==> config.mk <==
export PLATFORM = sky130hd
export DESIGN_NAME = top_k_score_keeper_top
export DESIGN_NICKNAME = d
export VERILOG_FILES = /design/src/rtl/tks_pkg.sv /design/src/rtl/tks_ctrl.sv /design/src/rtl/tks_datapath.sv /design/src/rtl/top_k_score_keeper_top.sv
export SDC_FILE = /design/constraint.sdc
export NUM_CORES = 2
export LEC_CHECK = 0
export ABC_AREA = 1
export BUFFER_PORTS_ARGS = -buffer_cell sky130_fd_sc_hd__buf_4
export CORE_MARGIN = 5
export CORE_UTILIZATION = 40
export DETAILED_ROUTE_END_ITERATION = 8
export SYNTH_ARGS = -nofsm -noshare
export SYNTH_HDL_FRONTEND = slang
export SYNTH_SLANG_ARGS = --single-unit
==> constraint.sdc <==
create_clock -name clk -period 34 [get_ports clk]
set_clock_uncertainty 0.1 [all_clocks]
set_input_delay 0 -clock clk [delete_from_list [all_inputs] [get_ports clk]]
set_output_delay 0 -clock clk [all_outputs]
set_load 0.1 [all_outputs]
==> src/rtl/tks_pkg.sv <==
package tks_pkg;

  localparam int SCORE_W = 16;
  localparam int ID_W    = 16;
  localparam int CAP_W   = 5;
  localparam int COUNT_W = 5;

  localparam logic [CAP_W-1:0] CAP_RESET = 5'd15;

  // Operation codes of an input transaction.
  localparam logic OP_QUERY = 1'b0;
  localparam logic OP_PUSH  = 1'b1;

  typedef logic [SCORE_W-1:0] score_t;
  typedef logic [ID_W-1:0]    id_t;
  typedef logic [CAP_W-1:0]   cap_t;
  typedef logic [COUNT_W-1:0] count_t;

  // Commands from the controller to the datapath.
  typedef struct packed {
    logic capture;  // latch the accepted input transaction
    logic exec;     // on a push update the cell row; always load the result register
  } dp_cmd_t;

endpackage

==> src/rtl/tks_ctrl.sv <==
module tks_ctrl import tks_pkg::*; (
  input  logic    clk,
  input  logic    rst_n,
  input  logic    in_valid,
  output logic    in_ready,
  output logic    out_valid,
  input  logic    out_ready,
  output dp_cmd_t cmd
);

  localparam logic ST_IDLE = 1'b0;
  localparam logic ST_WORK = 1'b1;

  logic state_r, state_nxt;
  logic out_valid_r, out_valid_nxt;
  logic out_free;

  assign in_ready    = (state_r == ST_IDLE);
  assign out_free    = !out_valid_r || out_ready;
  assign cmd.capture = in_valid && in_ready;
  assign cmd.exec    = (state_r == ST_WORK) && out_free;
  assign out_valid   = out_valid_r;

  always_comb begin
    state_nxt = state_r;
    unique case (state_r)
      ST_IDLE: begin
        if (cmd.capture) begin
          state_nxt = ST_WORK;
        end
      end
      ST_WORK: begin
        // Holds here while the previous result has not been taken.
        if (out_free) begin
          state_nxt = ST_IDLE;
        end
      end
      default: state_nxt = ST_IDLE;
    endcase
  end

  always_comb begin
    out_valid_nxt = out_valid_r;
    if (cmd.exec) begin
      out_valid_nxt = 1'b1;
    end else if (out_ready) begin
      out_valid_nxt = 1'b0;
    end
  end

  always_ff @(posedge clk) begin
    if (!rst_n) begin
      state_r     <= ST_IDLE;
      out_valid_r <= 1'b0;
    end else begin
      state_r     <= state_nxt;
      out_valid_r <= out_valid_nxt;
    end
  end

endmodule

==> src/rtl/tks_datapath.sv <==
module tks_datapath import tks_pkg::*; #(
  parameter int MAX_ENTRIES = 16
) (
  input  logic    clk,
  input  logic    rst_n,
  input  dp_cmd_t cmd,
  input  cap_t    capacity,
  input  logic    in_operation,
  input  score_t  in_score,
  input  id_t     in_item_id,
  output logic    out_would_accept,
  output logic    out_added_valid,
  output id_t     out_added_id,
  output logic    out_evicted_valid,
  output id_t     out_evicted_id,
  output count_t  out_entry_count
);

  localparam int CW = $clog2(MAX_ENTRIES + 1);
  localparam int EW = (CW > CAP_W) ? CW : CAP_W;

  // Captured transaction.
  logic   op_r;
  score_t score_r;
  id_t    id_r;

  // Cell row, slot 0 holds the lowest score.
  score_t cell_score_r [MAX_ENTRIES];
  id_t    cell_id_r    [MAX_ENTRIES];
  score_t cell_score_nxt [MAX_ENTRIES];
  id_t    cell_id_nxt    [MAX_ENTRIES];
  logic [CW-1:0] held_r, held_nxt;

  // Result register.
  logic   res_accept_r, res_added_r, res_evicted_r;
  id_t    res_added_id_r, res_evicted_id_r;
  count_t res_count_r;

  logic [EW-1:0] cap_ext, eff_cap, held_ext;
  logic          full, push, evict, accept;

  score_t              sc_ext [MAX_ENTRIES+1];
  id_t                 id_ext [MAX_ENTRIES+1];
  logic [MAX_ENTRIES:0] le_ext;

  assign push     = (op_r == OP_PUSH);
  assign cap_ext  = EW'(capacity);
  assign held_ext = EW'(held_r);

  // A capacity of zero acts as one; larger than the row saturates.
  always_comb begin
    priority if (cap_ext == '0) begin
      eff_cap = EW'(1);
    end else if (cap_ext > EW'(MAX_ENTRIES)) begin
      eff_cap = EW'(MAX_ENTRIES);
    end else begin
      eff_cap = cap_ext;
    end
  end

  // Full implies at least one entry, so slot 0 is valid here.
  assign full   = (held_ext >= eff_cap);
  assign evict  = push && full;
  assign accept = !full || (score_r > cell_score_r[0]);

  // Each cell flags whether it holds a valid score not above the new one.
  always_comb begin
    for (int i = 0; i < MAX_ENTRIES; i++) begin
      sc_ext[i] = cell_score_r[i];
      id_ext[i] = cell_id_r[i];
      le_ext[i] = (CW'(i) < held_r) && (cell_score_r[i] <= score_r);
    end
    sc_ext[MAX_ENTRIES] = '0;
    id_ext[MAX_ENTRIES] = '0;
    le_ext[MAX_ENTRIES] = 1'b0;
  end

  // With an eviction every cell looks one slot higher, so the removal of
  // the lowest entry and the insertion happen in the same update. Cells
  // below the insertion point keep their source, the cell at it takes the
  // new entry and cells above take the entry from below.
  always_comb begin
    logic   src_le, below_le;
    score_t src_sc, prev_sc;
    id_t    src_id, prev_id;
    for (int j = 0; j < MAX_ENTRIES; j++) begin
      src_le  = evict ? le_ext[j+1] : le_ext[j];
      src_sc  = evict ? sc_ext[j+1] : sc_ext[j];
      src_id  = evict ? id_ext[j+1] : id_ext[j];
      if (j == 0) begin
        below_le = 1'b1;
        prev_sc  = sc_ext[0];
        prev_id  = id_ext[0];
      end else begin
        below_le = evict ? le_ext[j] : le_ext[j-1];
        prev_sc  = evict ? sc_ext[j] : sc_ext[j-1];
        prev_id  = evict ? id_ext[j] : id_ext[j-1];
      end
      if (src_le) begin
        cell_score_nxt[j] = src_sc;
        cell_id_nxt[j]    = src_id;
      end else if (below_le) begin
        cell_score_nxt[j] = score_r;
        cell_id_nxt[j]    = id_r;
      end else begin
        cell_score_nxt[j] = prev_sc;
        cell_id_nxt[j]    = prev_id;
      end
    end
  end

  assign held_nxt = (push && !evict) ? held_r + CW'(1) : held_r;

  always_ff @(posedge clk) begin
    if (cmd.capture) begin
      op_r    <= in_operation;
      score_r <= in_score;
      id_r    <= in_item_id;
    end
    if (cmd.exec && push) begin
      for (int j = 0; j < MAX_ENTRIES; j++) begin
        cell_score_r[j] <= cell_score_nxt[j];
        cell_id_r[j]    <= cell_id_nxt[j];
      end
    end
    if (cmd.exec) begin
      res_accept_r     <= accept;
      res_added_r      <= push;
      res_added_id_r   <= push ? id_r : '0;
      res_evicted_r    <= evict;
      res_evicted_id_r <= evict ? cell_id_r[0] : '0;
      res_count_r      <= COUNT_W'(held_nxt);
    end
  end

  always_ff @(posedge clk) begin
    if (!rst_n) begin
      held_r <= '0;
    end else if (cmd.exec) begin
      held_r <= held_nxt;
    end
  end

  assign out_would_accept  = res_accept_r;
  assign out_added_valid   = res_added_r;
  assign out_added_id      = res_added_id_r;
  assign out_evicted_valid = res_evicted_r;
  assign out_evicted_id    = res_evicted_id_r;
  assign out_entry_count   = res_count_r;

endmodule

==> src/rtl/top_k_score_keeper_top.sv <==
// Keeps the highest-scoring (score, id) entries, up to the programmed capacity, in a row
// of compare-and-shift cells sorted by score. A query transaction reports whether its
// score would be kept; a push always inserts and, when the list is full, first drops
// the lowest (oldest among equal scores) entry and reports its id. Each transaction is
// first captured, and then, in the work state, every cell compares against the
// new score and shifts in parallel; a new transaction is taken while the previous result
// waits at the output, and the update stalls only if that result is still not taken.
// The capacity register (byte address 0) may be written only while the block is idle.
module top_k_score_keeper_top import tks_pkg::*; #(
  parameter int MAX_ENTRIES = 16
) (
  input  logic        clk,
  input  logic        rst_n,
  input  logic        in_valid,
  output logic        in_ready,
  input  logic        in_operation,
  input  score_t      in_score,
  input  id_t         in_item_id,
  output logic        out_valid,
  input  logic        out_ready,
  output logic        out_would_accept,
  output logic        out_added_valid,
  output id_t         out_added_id,
  output logic        out_evicted_valid,
  output id_t         out_evicted_id,
  output count_t      out_entry_count,
  input  logic        psel,
  input  logic        penable,
  input  logic        pwrite,
  input  logic [2:0]  paddr,
  input  logic [31:0] pwdata,
  output logic [31:0] prdata,
  output logic        pready
);

  // Register index taken from the word address bit.
  localparam logic REG_CAPACITY = 1'b0;

  cap_t    capacity_r;
  dp_cmd_t cmd;
  logic    cfg_we;

  assign pready = 1'b1;
  assign cfg_we = psel && penable && pwrite && pready && (paddr[2] == REG_CAPACITY);
  assign prdata = (paddr[2] == REG_CAPACITY) ? {{(32-CAP_W){1'b0}}, capacity_r} : '0;

  always_ff @(posedge clk) begin
    if (!rst_n) begin
      capacity_r <= CAP_RESET;
    end else if (cfg_we) begin
      capacity_r <= pwdata[CAP_W-1:0];
    end
  end

  tks_ctrl u_ctrl (
    .clk       (clk),
    .rst_n     (rst_n),
    .in_valid  (in_valid),
    .in_ready  (in_ready),
    .out_valid (out_valid),
    .out_ready (out_ready),
    .cmd       (cmd)
  );

  tks_datapath #(
    .MAX_ENTRIES (MAX_ENTRIES)
  ) u_datapath (
    .clk               (clk),
    .rst_n             (rst_n),
    .cmd               (cmd),
    .capacity          (capacity_r),
    .in_operation      (in_operation),
    .in_score          (in_score),
    .in_item_id        (in_item_id),
    .out_would_accept  (out_would_accept),
    .out_added_valid   (out_added_valid),
    .out_added_id      (out_added_id),
    .out_evicted_valid (out_evicted_valid),
    .out_evicted_id    (out_evicted_id),
    .out_entry_count   (out_entry_count)
  );

  // A query result never reports an insertion or an eviction.
  a_query_no_change: assert property (@(posedge clk) disable iff (!rst_n)
    out_valid && !out_added_valid |-> !out_evicted_valid && out_added_id == '0)
    else $error("query result reports a list change");

  // Only one transaction is in flight inside the block.
  a_one_in_flight: assert property (@(posedge clk) disable iff (!rst_n)
    in_valid && in_ready |=> !in_ready)
    else $error("second transaction accepted while one is in flight");

  // An update is never issued while an untaken result would be overwritten.
  a_no_result_overwrite: assert property (@(posedge clk) disable iff (!rst_n)
    cmd.exec |-> !out_valid || out_ready)
    else $error("result register overwritten before it was taken");

  a_reset_clears_output: assert property (@(posedge clk)
    !rst_n |=> !out_valid && in_ready)
    else $error("output valid or busy after reset");

endmodule
# Word level (Yosys, flattened, before mapping)
# Memory sizes are Yosys's and may differ from the RTL's.
# Index checks and enable logic that the tools add are counted.
[op_classes] n_reduce_logical=31 add_sub_neg=1 bitwise_logic=2 n_mux=121 n_lt_le_gt_ge=35
[ops] operator="16-bit two-way mux" count=94
[ops] operator="16-bit <= comparator" count=16
[ops] operator="4-bit by 5-bit < comparator with 1-bit output, first input constant" count=8
[ops] operator="1-bit logical AND" count=24
[ops] operator="1-bit two-way mux" count=22
[ops] operator="3-bit by 5-bit < comparator with 1-bit output, first input constant" count=4
[ops] operator="5-bit two-way mux" count=4
[ops] operator="16-bit greater-than comparator" count=1
[ops] operator="1-bit by 5-bit < comparator with 1-bit output, first input constant" count=2
[ops] operator="2-bit by 5-bit < comparator with 1-bit output, first input constant" count=2
[ops] operator="5-bit by 1-bit adder with 5-bit output, second input constant" count=1
[ops] operator="5-bit greater-or-equal comparator" count=1
[ops] operator="5-bit greater-than comparator, second input constant" count=1
[ops] operator="5-bit logical NOT" count=1
[ops] operator="1-bit logical NOT" count=3
[ops] operator="1-bit logical OR" count=2
[ops] operator="1-bit inverter" count=2
[ops] operator="1-bit one-hot mux with 2 select lines" count=1
[ops] operator="2-bit nonzero test" count=1
[word_totals] elab_cells=205 out_inout_bits=75 input_bits=75 ff_bits=85 mem_count=2 ram_bits=512
[mem_list] memory="u_datapath.cell_id_r" depth=16 word_bits=16 read_ports=16 rd_ports_with_merged_regs=0 wr=16 line="tks_datapath.sv:29" source="id_t cell_id_r [MAX_ENTRIES];"
[mem_list] memory="u_datapath.cell_score_r" depth=16 word_bits=16 read_ports=16 rd_ports_with_merged_regs=0 wr=16 line="tks_datapath.sv:28" source="score_t cell_score_r [MAX_ENTRIES];"

# Logic depth before layout (Yosys ltp)
[depth] ltp_word=8 mapped_depth=19 ltp_nobuf=18

# Hierarchy
# Synthesis repeated with hierarchy kept, for this count alone.
[hier_totals] cells_unflattened=6112 hier_area_um2=44559.0
[by_module_without_submodules] module="tks_datapath" area_each_um2=43997.2 cells_each=6030 instances=1 seq_area_each_um2=17666.9
[by_module_without_submodules] module="top_k_score_keeper_top" area_each_um2=470.5 cells_each=70 instances=1 seq_area_each_um2=100.1
[by_module_without_submodules] module="tks_ctrl" area_each_um2=91.3 cells_each=12 instances=1 seq_area_each_um2=40.0

# Worst setup path before layout
# OpenSTA, ideal clock, no wires.
[synth_timing] kind="register to register" startpoint="register u_ctrl.out_valid_r, in the netlist u_ctrl.out_valid" endpoint="memory u_datapath.cell_id_r[1][112] in the netlist's numbering (enable)" arrival_ps=22641 required_time_ps=33505 path_stages_with_launch=6 slack_ps=10864 setup_ps=395 n_path_buf=0 synth_period_minus_slack_ps=23136 cell_sequence="dfxtp_1 nand2_1 nand2_1 nor2_1 nand2_1 inv_1"
[synth_rtl] element="start: declaration" line="tks_ctrl.sv:15" source="logic out_valid_r, out_valid_nxt;"
[synth_rtl] element="start signal: assignment" line="tks_ctrl.sv:57" source="out_valid_r <= out_valid_nxt;"
[synth_rtl] element="end: declaration" line="tks_datapath.sv:29"

==> impl_metrics.toml <==
[sta]
period_minus_slack_ns = 5.86
hold_ws_ns = 0.103
relSlewSlack_pct = 17.2
setup_violations = 0
timing.final.crit_share_pct = 17.2
rsz0062_at_grt = "false"
tightest_slew_ns = 1.24
layout_setup_ws_ns = 28.14
tns_ns = 0
fmaxAchievable_mhz = 171
hold_viol = 0
drv_slew = 0

[clocking]
root_buffer = "clkbuf_16"
post-cts-setup-buffer-count = 0
clockBufferDepth = 3
cts.sinks = 597
cts_buffers = 74
clk_pin_slew_ns = 0.07
cts.repair.resized = 0
clk-insertion-delay-late_ns = 0.65
htree_levels = 3
cts_tree = "built"

[routing]
dr.pass1.iters = 5
post-route-drc-count = 0
avgViaCountPerCell = 5.40
postRouteAntennaNets = 0
vias = 41000
drt-total-wl_microns = 148000
first_iter_violations = 4360
wl_per_cell_microns = 19.4

[setup_path]
reg2reg_from = "u_datapath.held_ext[4]"
crit_arrival_ns = 6.15
rr_endpoint = "u_datapath.cell_id_r[1][62]"
r2r_cells = 15
worstSetupStartpointType = "register"
crit_required_ns = 34.29
critPathMaxFanout = 227
end_kind = "register"
regToRegSetupSlack_ns = 28.14
path_class = "reg2reg"

[placement]
place_ws_ns = 28.25
io_buffers = 92
placement.cell_area_sq_um = 45900
gp_congestion = 0.885
hpwl_microns = 97600

[outcome]
run_status = "completed"

[die]
rows = 122
dieArea_sq_um = 118000
die_w_microns = 344
core_sq_um = 111000
ios = 150
die_h_microns = 344
initial_utilization_pct = 40.2

[cells_and_area]
antenna_cells = 0
area_growth_pct = 10.3
stdcell_area_sq_um = 49100
final_common_cell = "nand2_1"
final_cell_mix = "1833 x nand2_1, 985 x nand3_1, 646 x inv_1"
nets = 6396
drive_above_1_share_pct = 5.01

[logic_synthesis]
synth_area_sq_um = 44500
synthXorXnorAreaFrac_pct = 0.0787
synth-compound-area-share_pct = 7.64
synth_top_area_share_pct = 39.5
synthAdderAreaFrac_pct = 7.36
synth_area_leader_cell = "edfxtp_1"
synth.avg_cell_area_sq_um = 7.30
synthMuxAreaShare_pct = 0
synth_seq_cells = 597
ys_seq_area_share_pct = 40.0
ys_types = 34
synth.area.top_cells = "edfxtp_1 39%, nand2_1 15%, nand3_1 11%"
synth_cells = 6095
synthSimpleGateAreaFrac_pct = 34.9
synth_top_family_by_area = "simple AND/OR/NAND/NOR gates"
yosysWarnings = 0

[pwr]
irDropWorstVdd_mv = 0.0402
switchingPower_mw = 0.555
switching_share_pct = 29.1
p_comb_share_pct = 13.7
intPower_mw = 1.35
leakage_nw = 23.8
power.density_nw_per_um2 = 38.8
pwr-share-seq_pct = 45.8
clock_power_share_pct = 40.5

[min_path]
hold_end = "capacity_r[4]"
hold_path_class = "in2reg"
min_path_cells = 4
min_from = "paddr[2]"

[global_routing]
grt_max_degree = 228
antenna_found_initial = 2
grtUsageTotal_pct = 24.2
grt_pass1_vias = 38400
grt_pass1_wl_microns = 224000
grt-ovfl-total = 0

[run]
max-cap-violations = 0
## final cells by class
type                       count  area [sq um]
inverter                     659          2470
sequential                   597         17800
fill                       11400         61600
tap                         1488          1860
multi-input combinational   4457         22400
clock inverter                35           337
timing repair buffer         270          2290
clock buffer                  92          1920
## Yosys cell counts (all sizes together)
| cell | n |
|---|---|
| conb | 2 |
| o22ai | 2 |
| xor2 | 4 |
| o21ai | 507 |
| dfxtp | 12 |
| or2 | 417 |
| nor3 | 17 |
| nor2 | 207 |
| ha | 262 |
| a21o | 15 |
| a31oi | 1 |
| clkbuf | 140 |
| a21oi | 136 |
| o21bai | 1 |
| o21a | 2 |
| nand2 | 1842 |
| nand4 | 19 |
| buf | 268 |
| edfxtp | 585 |
| nand3 | 993 |
| inv | 659 |
| o211ai | 4 |
## sequential cells by signal, summed over array words and instances, names as in the netlist
name / count
capacity_r: 5
u_datapath.score_r: 16
u_datapath.out_evicted_id: 16
u_datapath.held_ext: 5
u_datapath.cell_id_r: 256
u_ctrl.out_valid: 1
u_ctrl.state_r: 1
u_datapath.op_r: 1
u_datapath.out_added_valid: 1
u_datapath.out_entry_count: 5
u_datapath.out_evicted_valid: 1
u_datapath.out_would_accept: 1
u_datapath.cell_score_r: 256
u_datapath.id_r: 16
u_datapath.out_added_id: 16
## stage by stage
step | utilization [%] | total power, mW | cells
final | 44.3 | 1.91 | 7598
after global routing | 44.3 | 1.98 | 7598
after CTS | 44.3 | 1.91 | 7598
after detailed placement | 41.5 | 1.14 | 7382
after global placement | 41.5 | 1.13 | 7382
after floorplan | - | 1.07 | 6121
## power groups by stage
stage	Sequential (mW)	Clock (mW)	Combinational (mW)
after detailed placement	0.887	0	0.250
final	0.873	0.771	0.261
after CTS	0.872	0.782	0.259
after global routing	0.875	0.811	0.289
after floorplan	0.913	0	0.161
after global placement	0.887	0	0.246
## how the worst max path moves through the flow
stage                                        end  slack, ns  cells past startpoint                    from
CTS                  u_datapath.cell_id_r[1][53]      28.21                     15  u_datapath.held_ext[4]
global placement     u_datapath.cell_id_r[1][53]      28.31                     15  u_datapath.held_ext[4]
finish               u_datapath.cell_id_r[1][62]      28.14                     15  u_datapath.held_ext[4]
floorplan           u_datapath.cell_id_r[1][112]      10.86                      5        u_ctrl.out_valid
detailed placement   u_datapath.cell_id_r[1][58]      28.25                     15  u_datapath.held_ext[4]
global route         u_datapath.cell_id_r[1][58]      27.76                     15  u_datapath.held_ext[4]
## worst max-delay path, stage by stage (launching register included)
cell and delay, ns:
dfxtp_1 0.60, ha_1 0.35, a21oi_1 0.18, o21a_1 0.19
nand3_2 0.14, nand2_8 0.38, buf_4 0.66, buf_12 0.66
buf_4 0.91, nand3_1 0.14, buf_4 0.32, nand2_1 0.12
buf_4 0.39, nand2_1 0.10, nand3_1 0.11, nand2_1 0.07
## what timing repair did
action | CTS | global route
hold buffers | 89 | 0
endpoints found under the setup margin | 0 | 0
hold endpoints to repair | 78 | 0
## kinds of logic (layout without fill, tap and decap cells)
group	Yosys count	count (layout)
other cells	2	28
flops	597	597
buf+inv	1067	1056
fa+ha+maj	262	262
compound gates	668	668
xor+xnor	4	4
simple gates	3495	3495
## routing by layer
metal  vias to the layer above  track usage (%)  part of all wire, %
li1                      19900                -                    -
met1                     19500             32.3                   42
met2                      1381             39.6                   46
met3                       250             5.27                  8.5
met4                         0             7.05                  3.1
met5                         -                0                    0
Power figures use the tool's default switching activity.
